$ cat src/sv/fru_led_pkg.sv
// ----------------------------------------------------------------------------
// fru_led_pkg
// Shared types, codes and constants of the front-panel LED controller.
// ----------------------------------------------------------------------------
package fru_led_pkg;

   localparam int NUM_LEDS_DEFAULT = 3;
   localparam int LED_ID_W         = 3;
   localparam int MASK_W           = 3;

   // request operations
   localparam logic [1:0] OP_TICK  = 2'd0;
   localparam logic [1:0] OP_SET   = 2'd1;
   localparam logic [1:0] OP_LOCAL = 2'd2;
   localparam logic [1:0] OP_READ  = 2'd3;

   // response status codes
   localparam logic [1:0] STATUS_OK      = 2'd0;
   localparam logic [1:0] STATUS_BAD_LED = 2'd1;
   localparam logic [1:0] STATUS_BAD_FN  = 2'd2;

   // LED function codes
   localparam logic [7:0] FN_OFF       = 8'h00;
   localparam logic [7:0] FN_BLINK_MAX = 8'hFA;
   localparam logic [7:0] FN_RESTORE   = 8'hFC;
   localparam logic [7:0] FN_ON        = 8'hFF;

   typedef enum logic [1:0] {
      ST_IDLE,
      ST_TICK,
      ST_APPLY,
      ST_REPLY
   } state_type;

   typedef struct packed {
      logic [1:0]          op;
      logic [LED_ID_W-1:0] led_id;
      logic [7:0]          led_function;
      logic [7:0]          on_time;
      logic                local_on;
   } req_type;

   typedef struct packed {
      logic [1:0]        status;
      logic              override_active;
      logic              local_value;
      logic [7:0]        override_function;
      logic [7:0]        override_on_time;
      logic [MASK_W-1:0] lit_mask;
   } rsp_type;

   // controller to datapath
   typedef struct packed {
      logic                capture;  // latch the request
      logic                tick;     // step the LED at count
      logic                apply;    // execute the latched request
      logic [LED_ID_W-1:0] count;    // LED visited by the tick sweep
   } cmd_type;

endpackage

$ cat src/sv/fru_led_ctrl.sv
// ----------------------------------------------------------------------------
// fru_led_ctrl
// Sequencer: takes a request, sweeps the LEDs (tick) or executes it, replies.
// ----------------------------------------------------------------------------
module fru_led_ctrl #(
   parameter int NUM_LEDS = fru_led_pkg::NUM_LEDS_DEFAULT
) (
   input  logic                 clock,
   input  logic                 reset,
   input  logic                 start,
   input  logic [1:0]           req_op,
   output logic                 busy,
   output logic                 rsp_strobe,
   output fru_led_pkg::cmd_type cmd
);

   localparam int IDX_W = (NUM_LEDS > 1) ? $clog2(NUM_LEDS) : 1;
   localparam logic [IDX_W-1:0] LAST_IDX = IDX_W'(NUM_LEDS - 1);

   fru_led_pkg::state_type state_ff, state_in;
   logic [IDX_W-1:0]       count_ff, count_in;

   always_ff @(posedge clock) begin
      if (reset) begin
         state_ff <= fru_led_pkg::ST_IDLE;
         count_ff <= '0;
      end else begin
         state_ff <= state_in;
         count_ff <= count_in;
      end
   end

   // next state
   always_comb begin
      state_in = state_ff;
      count_in = count_ff;
      case (state_ff)
         fru_led_pkg::ST_IDLE: begin
            count_in = '0;
            if (start) begin
               if (req_op == fru_led_pkg::OP_TICK) begin
                  state_in = fru_led_pkg::ST_TICK;
               end else begin
                  state_in = fru_led_pkg::ST_APPLY;
               end
            end
         end
         fru_led_pkg::ST_TICK: begin
            if (count_ff == LAST_IDX) begin
               state_in = fru_led_pkg::ST_REPLY;
            end else begin
               count_in = count_ff + 1'b1;
            end
         end
         fru_led_pkg::ST_APPLY: state_in = fru_led_pkg::ST_REPLY;
         fru_led_pkg::ST_REPLY: state_in = fru_led_pkg::ST_IDLE;
         default:               state_in = fru_led_pkg::ST_IDLE;
      endcase
   end

   // outputs
   always_comb begin
      busy        = 1'b1;
      rsp_strobe  = 1'b0;
      cmd.capture = 1'b0;
      cmd.tick    = 1'b0;
      cmd.apply   = 1'b0;
      cmd.count   = fru_led_pkg::LED_ID_W'(count_ff);
      case (state_ff)
         fru_led_pkg::ST_IDLE: begin
            busy        = 1'b0;
            cmd.capture = start;
         end
         fru_led_pkg::ST_TICK:  cmd.tick   = 1'b1;
         fru_led_pkg::ST_APPLY: cmd.apply  = 1'b1;
         fru_led_pkg::ST_REPLY: rsp_strobe = 1'b1;
         default:               busy       = 1'b1;
      endcase
   end

endmodule

$ cat src/sv/fru_led_dp.sv
// ----------------------------------------------------------------------------
// fru_led_dp
// Per-LED records, blink update, request execution and reply formatting.
// ----------------------------------------------------------------------------
module fru_led_dp #(
   parameter int NUM_LEDS = fru_led_pkg::NUM_LEDS_DEFAULT
) (
   input  logic                 clock,
   input  logic                 reset,
   input  fru_led_pkg::cmd_type cmd,
   input  fru_led_pkg::req_type req_data,
   output logic [1:0]           req_op,
   output fru_led_pkg::rsp_type rsp_data
);

   localparam int IDX_W = (NUM_LEDS > 1) ? $clog2(NUM_LEDS) : 1;

   typedef struct packed {
      logic       pin_lit;
      logic       override_flag;
      logic       override_level;
      logic       local_level;
      logic [7:0] countdown;
      logic [7:0] off_time;
      logic [7:0] on_period;
   } led_entry_type;

   // LED 0 comes up lit under local control, the others dark
   localparam led_entry_type ENTRY_RST_FIRST = '{
      pin_lit:        1'b1,
      override_flag:  1'b0,
      override_level: 1'b0,
      local_level:    1'b1,
      countdown:      8'd0,
      off_time:       fru_led_pkg::FN_ON,
      on_period:      8'd0
   };
   localparam led_entry_type ENTRY_RST_OTHER = '0;

   led_entry_type                  entry_ff [NUM_LEDS];
   led_entry_type                  cur, upd;
   fru_led_pkg::req_type           req_ff;
   logic [1:0]                     status_ff, status_in;
   logic [IDX_W-1:0]               cur_idx;
   logic                           id_valid;
   logic                           write_en;
   logic [7:0]                     dec;
   logic [7:0]                     fn;
   logic [fru_led_pkg::MASK_W-1:0] lit_mask;

   assign req_op   = req_data.op;
   assign id_valid = ({1'b0, req_ff.led_id} < 4'(NUM_LEDS));
   assign cur_idx  = cmd.tick ? cmd.count[IDX_W-1:0] : req_ff.led_id[IDX_W-1:0];
   assign fn       = req_ff.led_function;

   always_comb begin
      cur = '0;
      if (cmd.tick || id_valid) begin
         cur = entry_ff[cur_idx];
      end
   end

   assign dec = cur.countdown - 8'd1;

   always_comb begin
      upd       = cur;
      status_in = status_ff;
      write_en  = 1'b0;
      if (cmd.tick) begin
         write_en = 1'b1;
         if (cur.override_flag) begin
            if (cur.off_time == fru_led_pkg::FN_OFF || cur.off_time == fru_led_pkg::FN_ON) begin
               // steady override: drive once the countdown runs out
               upd.countdown = dec;
               if (cur.countdown == 8'd0) begin
                  upd.pin_lit        = (cur.off_time == fru_led_pkg::FN_ON);
                  upd.override_level = (cur.off_time == fru_led_pkg::FN_ON);
               end
            end else if (dec == 8'd0) begin
               // end of phase: toggle and reload with the new phase
               upd.pin_lit        = ~cur.override_level;
               upd.override_level = ~cur.override_level;
               upd.countdown      = cur.override_level ? cur.off_time : cur.on_period;
            end else begin
               upd.countdown = dec;
            end
         end
      end else if (cmd.apply) begin
         if (!id_valid) begin
            status_in = fru_led_pkg::STATUS_BAD_LED;
         end else begin
            write_en  = 1'b1;
            status_in = fru_led_pkg::STATUS_OK;
            case (req_ff.op)
               fru_led_pkg::OP_SET: begin
                  if (fn != fru_led_pkg::FN_OFF && fn <= fru_led_pkg::FN_BLINK_MAX) begin
                     upd.off_time       = fn;
                     upd.on_period      = req_ff.on_time;
                     upd.override_flag  = 1'b1;
                     upd.pin_lit        = ~cur.override_level;
                     upd.override_level = ~cur.override_level;
                     upd.countdown      = cur.override_level ? fn : req_ff.on_time;
                  end else if (fn == fru_led_pkg::FN_OFF || fn == fru_led_pkg::FN_ON) begin
                     // leave override without driving the pin
                     upd.off_time      = fn;
                     upd.on_period     = 8'd0;
                     upd.override_flag = 1'b0;
                  end else if (fn == fru_led_pkg::FN_RESTORE) begin
                     upd.override_flag = 1'b0;
                     upd.pin_lit       = cur.local_level;
                  end else begin
                     status_in = fru_led_pkg::STATUS_BAD_FN;
                  end
               end
               fru_led_pkg::OP_LOCAL: begin
                  if (!cur.override_flag) begin
                     upd.local_level = req_ff.local_on;
                     upd.pin_lit     = req_ff.local_on;
                  end
               end
               default: upd = cur;
            endcase
         end
      end
   end

   always_ff @(posedge clock) begin
      if (reset) begin
         for (int i = 0; i < NUM_LEDS; i++) begin
            entry_ff[i] <= (i == 0) ? ENTRY_RST_FIRST : ENTRY_RST_OTHER;
         end
      end else if (write_en) begin
         entry_ff[cur_idx] <= upd;
      end
   end

   always_ff @(posedge clock) begin
      if (cmd.capture) begin
         req_ff    <= req_data;
         status_ff <= fru_led_pkg::STATUS_OK;
      end else begin
         status_ff <= status_in;
      end
   end

   // reply: selected LED as it stands, zeros when out of range
   always_comb begin
      rsp_data.status            = status_ff;
      rsp_data.override_active   = id_valid & cur.override_flag;
      rsp_data.local_value       = id_valid & cur.local_level;
      rsp_data.override_function = id_valid ? cur.off_time : 8'd0;
      rsp_data.override_on_time  = id_valid ? cur.on_period : 8'd0;
      rsp_data.lit_mask          = lit_mask;
   end

   for (genvar n = 0; n < fru_led_pkg::MASK_W; n++) begin : g_mask
      if (n < NUM_LEDS) begin : g_led
         assign lit_mask[n] = entry_ff[n].pin_lit;
      end else begin : g_none
         assign lit_mask[n] = 1'b0;
      end
   end

endmodule

$ cat src/sv/fru_led_blink_controller.sv
// ----------------------------------------------------------------------------
// fru_led_blink_controller
// Front-panel LED controller with local and override (blink) control.
// ----------------------------------------------------------------------------
// Usage:
//   Requests (tick, set function, local drive, read state) enter on req_data
//   and transfer at the rising edge where start is high and busy is low.
//   busy stays high until the reply has been shown, so one request is in
//   work at a time.
//   Each request yields one reply on rsp_data, valid for exactly one cycle
//   while rsp_strobe is high. The receiver cannot stall the block; it must
//   take the reply in that cycle.
//   A set, local drive or read passes through an execute step, then the
//   reply step.
//   A tick walks the LED records one per cycle through a single shared
//   update path, then gives its reply.
//   busy drops in the idle state after each reply, so the block takes no
//   new request before it is through with the last one.
//   Reset: synchronous, active high. LED 0 comes up lit under local control
//   with local level one; all other LEDs come up dark under local control.
// ----------------------------------------------------------------------------
module fru_led_blink_controller #(
   parameter int NUM_LEDS = fru_led_pkg::NUM_LEDS_DEFAULT
) (
   input  logic                 clock,
   input  logic                 reset,
   input  logic                 start,
   output logic                 busy,
   input  fru_led_pkg::req_type req_data,
   output logic                 rsp_strobe,
   output fru_led_pkg::rsp_type rsp_data
);

   fru_led_pkg::cmd_type cmd;
   logic [1:0]           req_op;

   // sequencer: capture, tick sweep, execute, reply
   fru_led_ctrl #(
      .NUM_LEDS (NUM_LEDS)
   ) u_ctrl (
      .clock      (clock),
      .reset      (reset),
      .start      (start),
      .req_op     (req_op),
      .busy       (busy),
      .rsp_strobe (rsp_strobe),
      .cmd        (cmd)
   );

   // LED records and their update logic
   fru_led_dp #(
      .NUM_LEDS (NUM_LEDS)
   ) u_dp (
      .clock    (clock),
      .reset    (reset),
      .cmd      (cmd),
      .req_data (req_data),
      .req_op   (req_op),
      .rsp_data (rsp_data)
   );

endmodule

$ cat config.mk
export PLATFORM = sky130hd
export DESIGN_NAME = fru_led_blink_controller
export DESIGN_NICKNAME = d
export VERILOG_FILES = /design/src/sv/fru_led_pkg.sv /design/src/sv/fru_led_ctrl.sv /design/src/sv/fru_led_dp.sv /design/src/sv/fru_led_blink_controller.sv
export SDC_FILE = /design/constraint.sdc
export NUM_CORES = 1
export LEC_CHECK = 0
export ABC_AREA = 1
export BUFFER_PORTS_ARGS = -buffer_cell sky130_fd_sc_hd__buf_2
export CAP_MARGIN = 40
export CORE_ASPECT_RATIO = 2
export CORE_MARGIN = 2
export CORE_UTILIZATION = 36
export CTS_CLUSTER_DIAMETER = 30
export DETAILED_ROUTE_END_ITERATION = 6
export GPL_ROUTABILITY_DRIVEN = 1
export PLACE_DENSITY = 0.55
export SYNTH_ARGS = -nofsm -noshare
export SYNTH_HDL_FRONTEND = slang
export SYNTH_SLANG_ARGS = --single-unit
$ cat constraint.sdc
create_clock -name clock -period 7.3 [get_ports clock]
set_input_delay 1.095 -clock clock [delete_from_list [all_inputs] [get_ports clock]]
set_output_delay 1.095 -clock clock [all_outputs]
set_load 0.1 [all_outputs]
Yosys cells after proc, flatten, opt, wreduce, memory -nomap -nowiden:

Memories as Yosys holds them, arrays and structs flattened.
Index checks and enable logic that the tools add are counted.

* equality and inequality tests: 12
* $add $sub $neg: 2
* reductions and logical operators: 16
* muxes and demuxes: 66
* magnitude comparators: 2
* bitwise operators: 4

Operators with widths (count)
* two-way mux 28 bit: 4
* two-way mux 8 bit: 9
* two-way mux 16 bit: 3
* zero test 8 bit: 4
* two-way mux 1 bit: 32
* two-way mux 2 bit: 14
* OR reduction 28 bit: 1
* equality test 8 bit (second input constant): 3
* two-way mux 24 bit: 1
* equality test 2 bit (second input constant): 4
* <= comparator 8 bit (second input constant): 1
* case mux 2 bit (4 select lines): 1
* nonzero test 8 bit: 1
* subtractor 8 x 1 -> 8 bit (second input constant): 1
* AND reduction 2 bit: 3
* equality test 2 x 1 -> 1 bit (second input constant): 2
* zero test 2 bit: 2
* inequality test 2 bit (second input constant): 2
* case mux 2 bit (2 select lines): 1
* logical OR 1 bit: 3
* < comparator 3 x 2 -> 1 bit (second input constant): 1
* adder 2 x 1 -> 2 bit (second input constant): 1
* AND 1 bit: 2
* inequality test 2 x 1 -> 1 bit (second input constant): 1
* 4 further kinds: 5

* RAM bits: 84
* bits in registers: 28
* memories kept: 1

Memories
* u_dp.entry_ff: words 3, bits a word 28, read ports 4, clocked after memory_dff 0, write ports 3, line fru_led_dp.sv:40 `led_entry_type entry_ff [NUM_LEDS];`

Logic depth before layout (Yosys ltp):

An unclocked memory read counts as a cell.

* depth after elaboration: 13
* depth in mapped cells: 26
* mapped depth without buffers: 25

By module:

Synthesis repeated with hierarchy kept, for this count alone.

* cells, all modules: 834
* area total of the unflattened synthesis: 7631.1 sq um

By module, submodules not included
* fru_led_dp: cells an instance 791, seq. area each 4063.9 sq um, area each 7328.3 sq um, instances 1
* fru_led_ctrl: cells an instance 43, seq. area each 80.1 sq um, area each 302.8 sq um, instances 1

Least setup slack after synthesis:

No wires, ideal clock.

* path type: register to output
* start point: register u_ctrl.state_ff[1]
* end point: output port rsp_data[20] (netlist bit)
* required time: 6205 ps
* data arrival time: 3133 ps
* path slack: 3072 ps
* stages on the path, launching flop included: 16
* path through: dfxtp_1 > inv_1 > ha_1 > inv_2 > nand2_4 > nand2_2 > buf_6 > nor2_8 > buf_6 > inv_1 > or2_1 > o221ai_1 > nor2_1 > inv_2 > buf_2 > nor2_1

RTL lines
* start, declared: line fru_led_ctrl.sv:20 `fru_led_pkg::state_type state_ff, state_in;`
* start signal, assigned: line fru_led_ctrl.sv:25 `state_ff <= fru_led_pkg::ST_IDLE;`
* start signal, assigned: line fru_led_ctrl.sv:28 `state_ff <= state_in;`
* end, declared: line fru_led_blink_controller.sv:31 `output fru_led_pkg::rsp_type rsp_data`

==> impl_metrics.yaml <==
layout:
  nets: 896
  antennaDiodeCount: 0
  drive_gt1_share_pct: 18.03
  area_growth_pct: 13.73
  num-fill-cells: 2139
yosys:
  synthTopCellsByCount: "189 x nand2_1, 134 x edfxtp_1, 117 x nor2_1"
  synth_area_leader_cell: "edfxtp_1"
  yosysUniqueCellTypes: 47
  synthDominantCellAreaShare_pct: 53.14
  postSynthAreaPerCell_um2: 9.337
  synth_flop_cell: "edfxtp_1"
  synth_area_leaders: "edfxtp_1 53%, nand2_1 9.4%, nor2_1 5.8%"
  yosysSeqAreaShare_pct: 54.73
  ys_async_sr_fraction_pct: 0
  synth_edf_count: 134
  mappedNetlistNets: 848
  synthCells: 811
  synth_area_mm2: 0.007572
  ys_seq_elements: 140
  synth_most_common_cell: "nand2_1"
  yosysWarningCount: 0
grt:
  grt-ovfl-total: 0
  grt_pass1_vias: 5981
  grt_max_degree: 29
  gr-usage-all-layers_pct: 22.44
  antenna_found_initial: 1
  grt_pass1_wl_um: 35590
worst_setup_path:
  cp.arrival_ps: 3940
  crit_required_ps: 6200
  crit_path_end_kind: "primary output"
  path_delay_family: "buffers and inverters"
  r2r-end: "u_dp.entry_ff[0][22]"
  r2r_start: "u_ctrl.state_ff[1]"
  crit_type: "reg2out"
  setup.worst_path.start_class: "register"
  cp_max_fo: 18
  rrSetupSlack_ps: 3260
  slowest_stage: "nor2_1"
  reg2reg_depth: 14
  path_cells: "inv_1 -> ha_1 -> inv_4 -> nand2_4 -> nand2_8 -> inv_8 -> nor2_4 -> inv_1 -> o221ai_1 -> nor2_1 -> inv_2 -> nor2_1 -> buf_2"
  cp_slowest_stage_delay_ps: 590
  path_buf_inv: 6
run:
  cap_violations: 0
pwr:
  leakage_nw: 3.618
  power_density_mw_per_mm2: 472.9
  power_mw: 4.073
  irDropWorstVdd_v: 0.0002369
clocking:
  cts_root_buffer: "clkbuf_16"
  clk_pin_slew_worst_paths_ps: 60
  cts_resized: 0
  cts_hold_buf: 0
  clk_latency_ps: 440
  cts.sinks: 140
  cts_setup_buffers: 0
  cts_made_buffers: 17
  cts_tree: "built"
  clk_path_buf_depth: 2
  cts_htree_levels: 4
hold_path:
  holdPathStages: 2
  min_path_type: "reg2reg"
  hold_end: "u_dp.status_ff[0]"
  min_from: "u_dp.status_ff[0]"
floorplanning:
  fp.coreArea_mm2: 0.02083
  boundaryPins: 50
  die_h_um: 209.1
  initial_core_util_pct: 36.35
  die-area_mm2: 0.02228
  dieWidth_um: 106.6
  rows: 75
sta:
  whs_ps: 496.8
  fin_crit_sh_pct: 68.94
  tightest_slew_ps: 776.2
  drv_slew: 0
  clock.fmax_mhz: 198.7
  relSlewSlack_pct: 47.93
  rsz0062_at_grt: "no"
  min_period_ps: 5033
  skew_ps: 11.28
  tns_ps: 0
  setup_viol: 0
  final_hold_viol_count: 0
route:
  vias: 5892
  ant_nets: 0
  drt_iter0_markers: 376
  wl_per_cell_um: 21.05
  vias_per_cell: 5.168
  drt-total-wl_um: 24000
  drtPass1Iterations: 5
  route.detailed.drc: 0
placed_design:
  gp_congestion: 0.9377
  numPortBuffers: 49
  place.detailed.hpwl_um: 17900
outcome:
  status: "finished clean"
stage by stage:
step	area [µm²]	setup slack (ps)	instances	util, %
3_5_place_dp	8056	2709	1109	38.67
2_1_floorplan	7572	3072	811	-
4_1_cts	8612	2229	1140	41.34
5_1_grt	8612	1946	1140	41.34
3_3_place_gp	8006	2773	1106	38.43
6_report	8612	2267	1140	41.34
layout make-up:
class                      instances  area, µm²  area share (%)
sequential                       140       4144           48.12
multi-input combinational        549       2874           33.37
clock buffer                      17      425.4           4.940
inverter                          93      361.6           4.199
timing repair buffer              58      340.3           3.952
tap                              269      336.6           3.908
clock inverter                    14      130.1           1.511
worst min-delay path, cell delays in order, from the launching register on:
cell and delay [ps]:
dfxtp_1 330, o211ai_1 90, inv_1 50
state kept, by name, summed over array words and instances (netlist names):
register / cells
u_ctrl.count_ff: 2
u_ctrl.state_ff: 2
u_dp.entry_ff: 112
u_dp.fn: 8
u_dp.req_ff: 14
u_dp.status_ff: 2
worst max-delay path by stage:
stage / startpoint / to / slack (ps) / depth (start not counted)
3_3_place_gp: u_ctrl.state_ff[1] / rsp_data[20] / 2770 / 13
5_1_grt: u_ctrl.state_ff[1] / rsp_data[20] / 1950 / 14
2_1_floorplan: u_ctrl.state_ff[1] / rsp_data[20] / 3070 / 15
4_1_cts: u_ctrl.state_ff[1] / rsp_data[20] / 2230 / 13
3_5_place_dp: u_ctrl.state_ff[1] / rsp_data[20] / 2710 / 13
6_report: u_ctrl.state_ff[1] / rsp_data[20] / 2270 / 13
power by group:
group,switching (mW),internal [mW],total [mW]
clock,0.334,0.493,0.827
combinational,1.64,0.501,2.14
sequential,0.0660,1.04,1.10
total,2.04,2.03,4.07
cells by family after synthesis:
group / share of synthesized area, %
simple gates: 25.69
flops: 54.73
compound gates: 10.24
buf+inv: 7.353
fa+ha+maj: 1.983
placed cells by master (no fill, tap or decap), drive strengths merged:
cell type  instances
a221oi             3
inv               91
buf               58
clkinvlp           3
or2                5
nand3b             2
nand2            220
clkinv            11
a31oi              1
a21boi             1
o21bai             2
o221ai             3
a32oi              1
ha                12
a21oi             25
o211ai             6
nor4               3
o311ai             2
edfxtp           134
nor2             134
nor3               4
nand3             41
bufinv             2
a22oi             30
o21a               2
o211a              1
clkbuf            17
nand4              6
dfxtp              6
o21ai             33
o22ai             12
metal layers:
metal	part of all wire (%)	track usage [%]	wire (µm)	up-vias
li1	-	-	-	2831
met1	35	22.26	8364	2820
met2	55	41.34	13250	173
met3	4.0	5.334	960	68
met4	5.9	13.48	1417	0
met5	0	0	0	-
(Power assumes the default switching activity.)
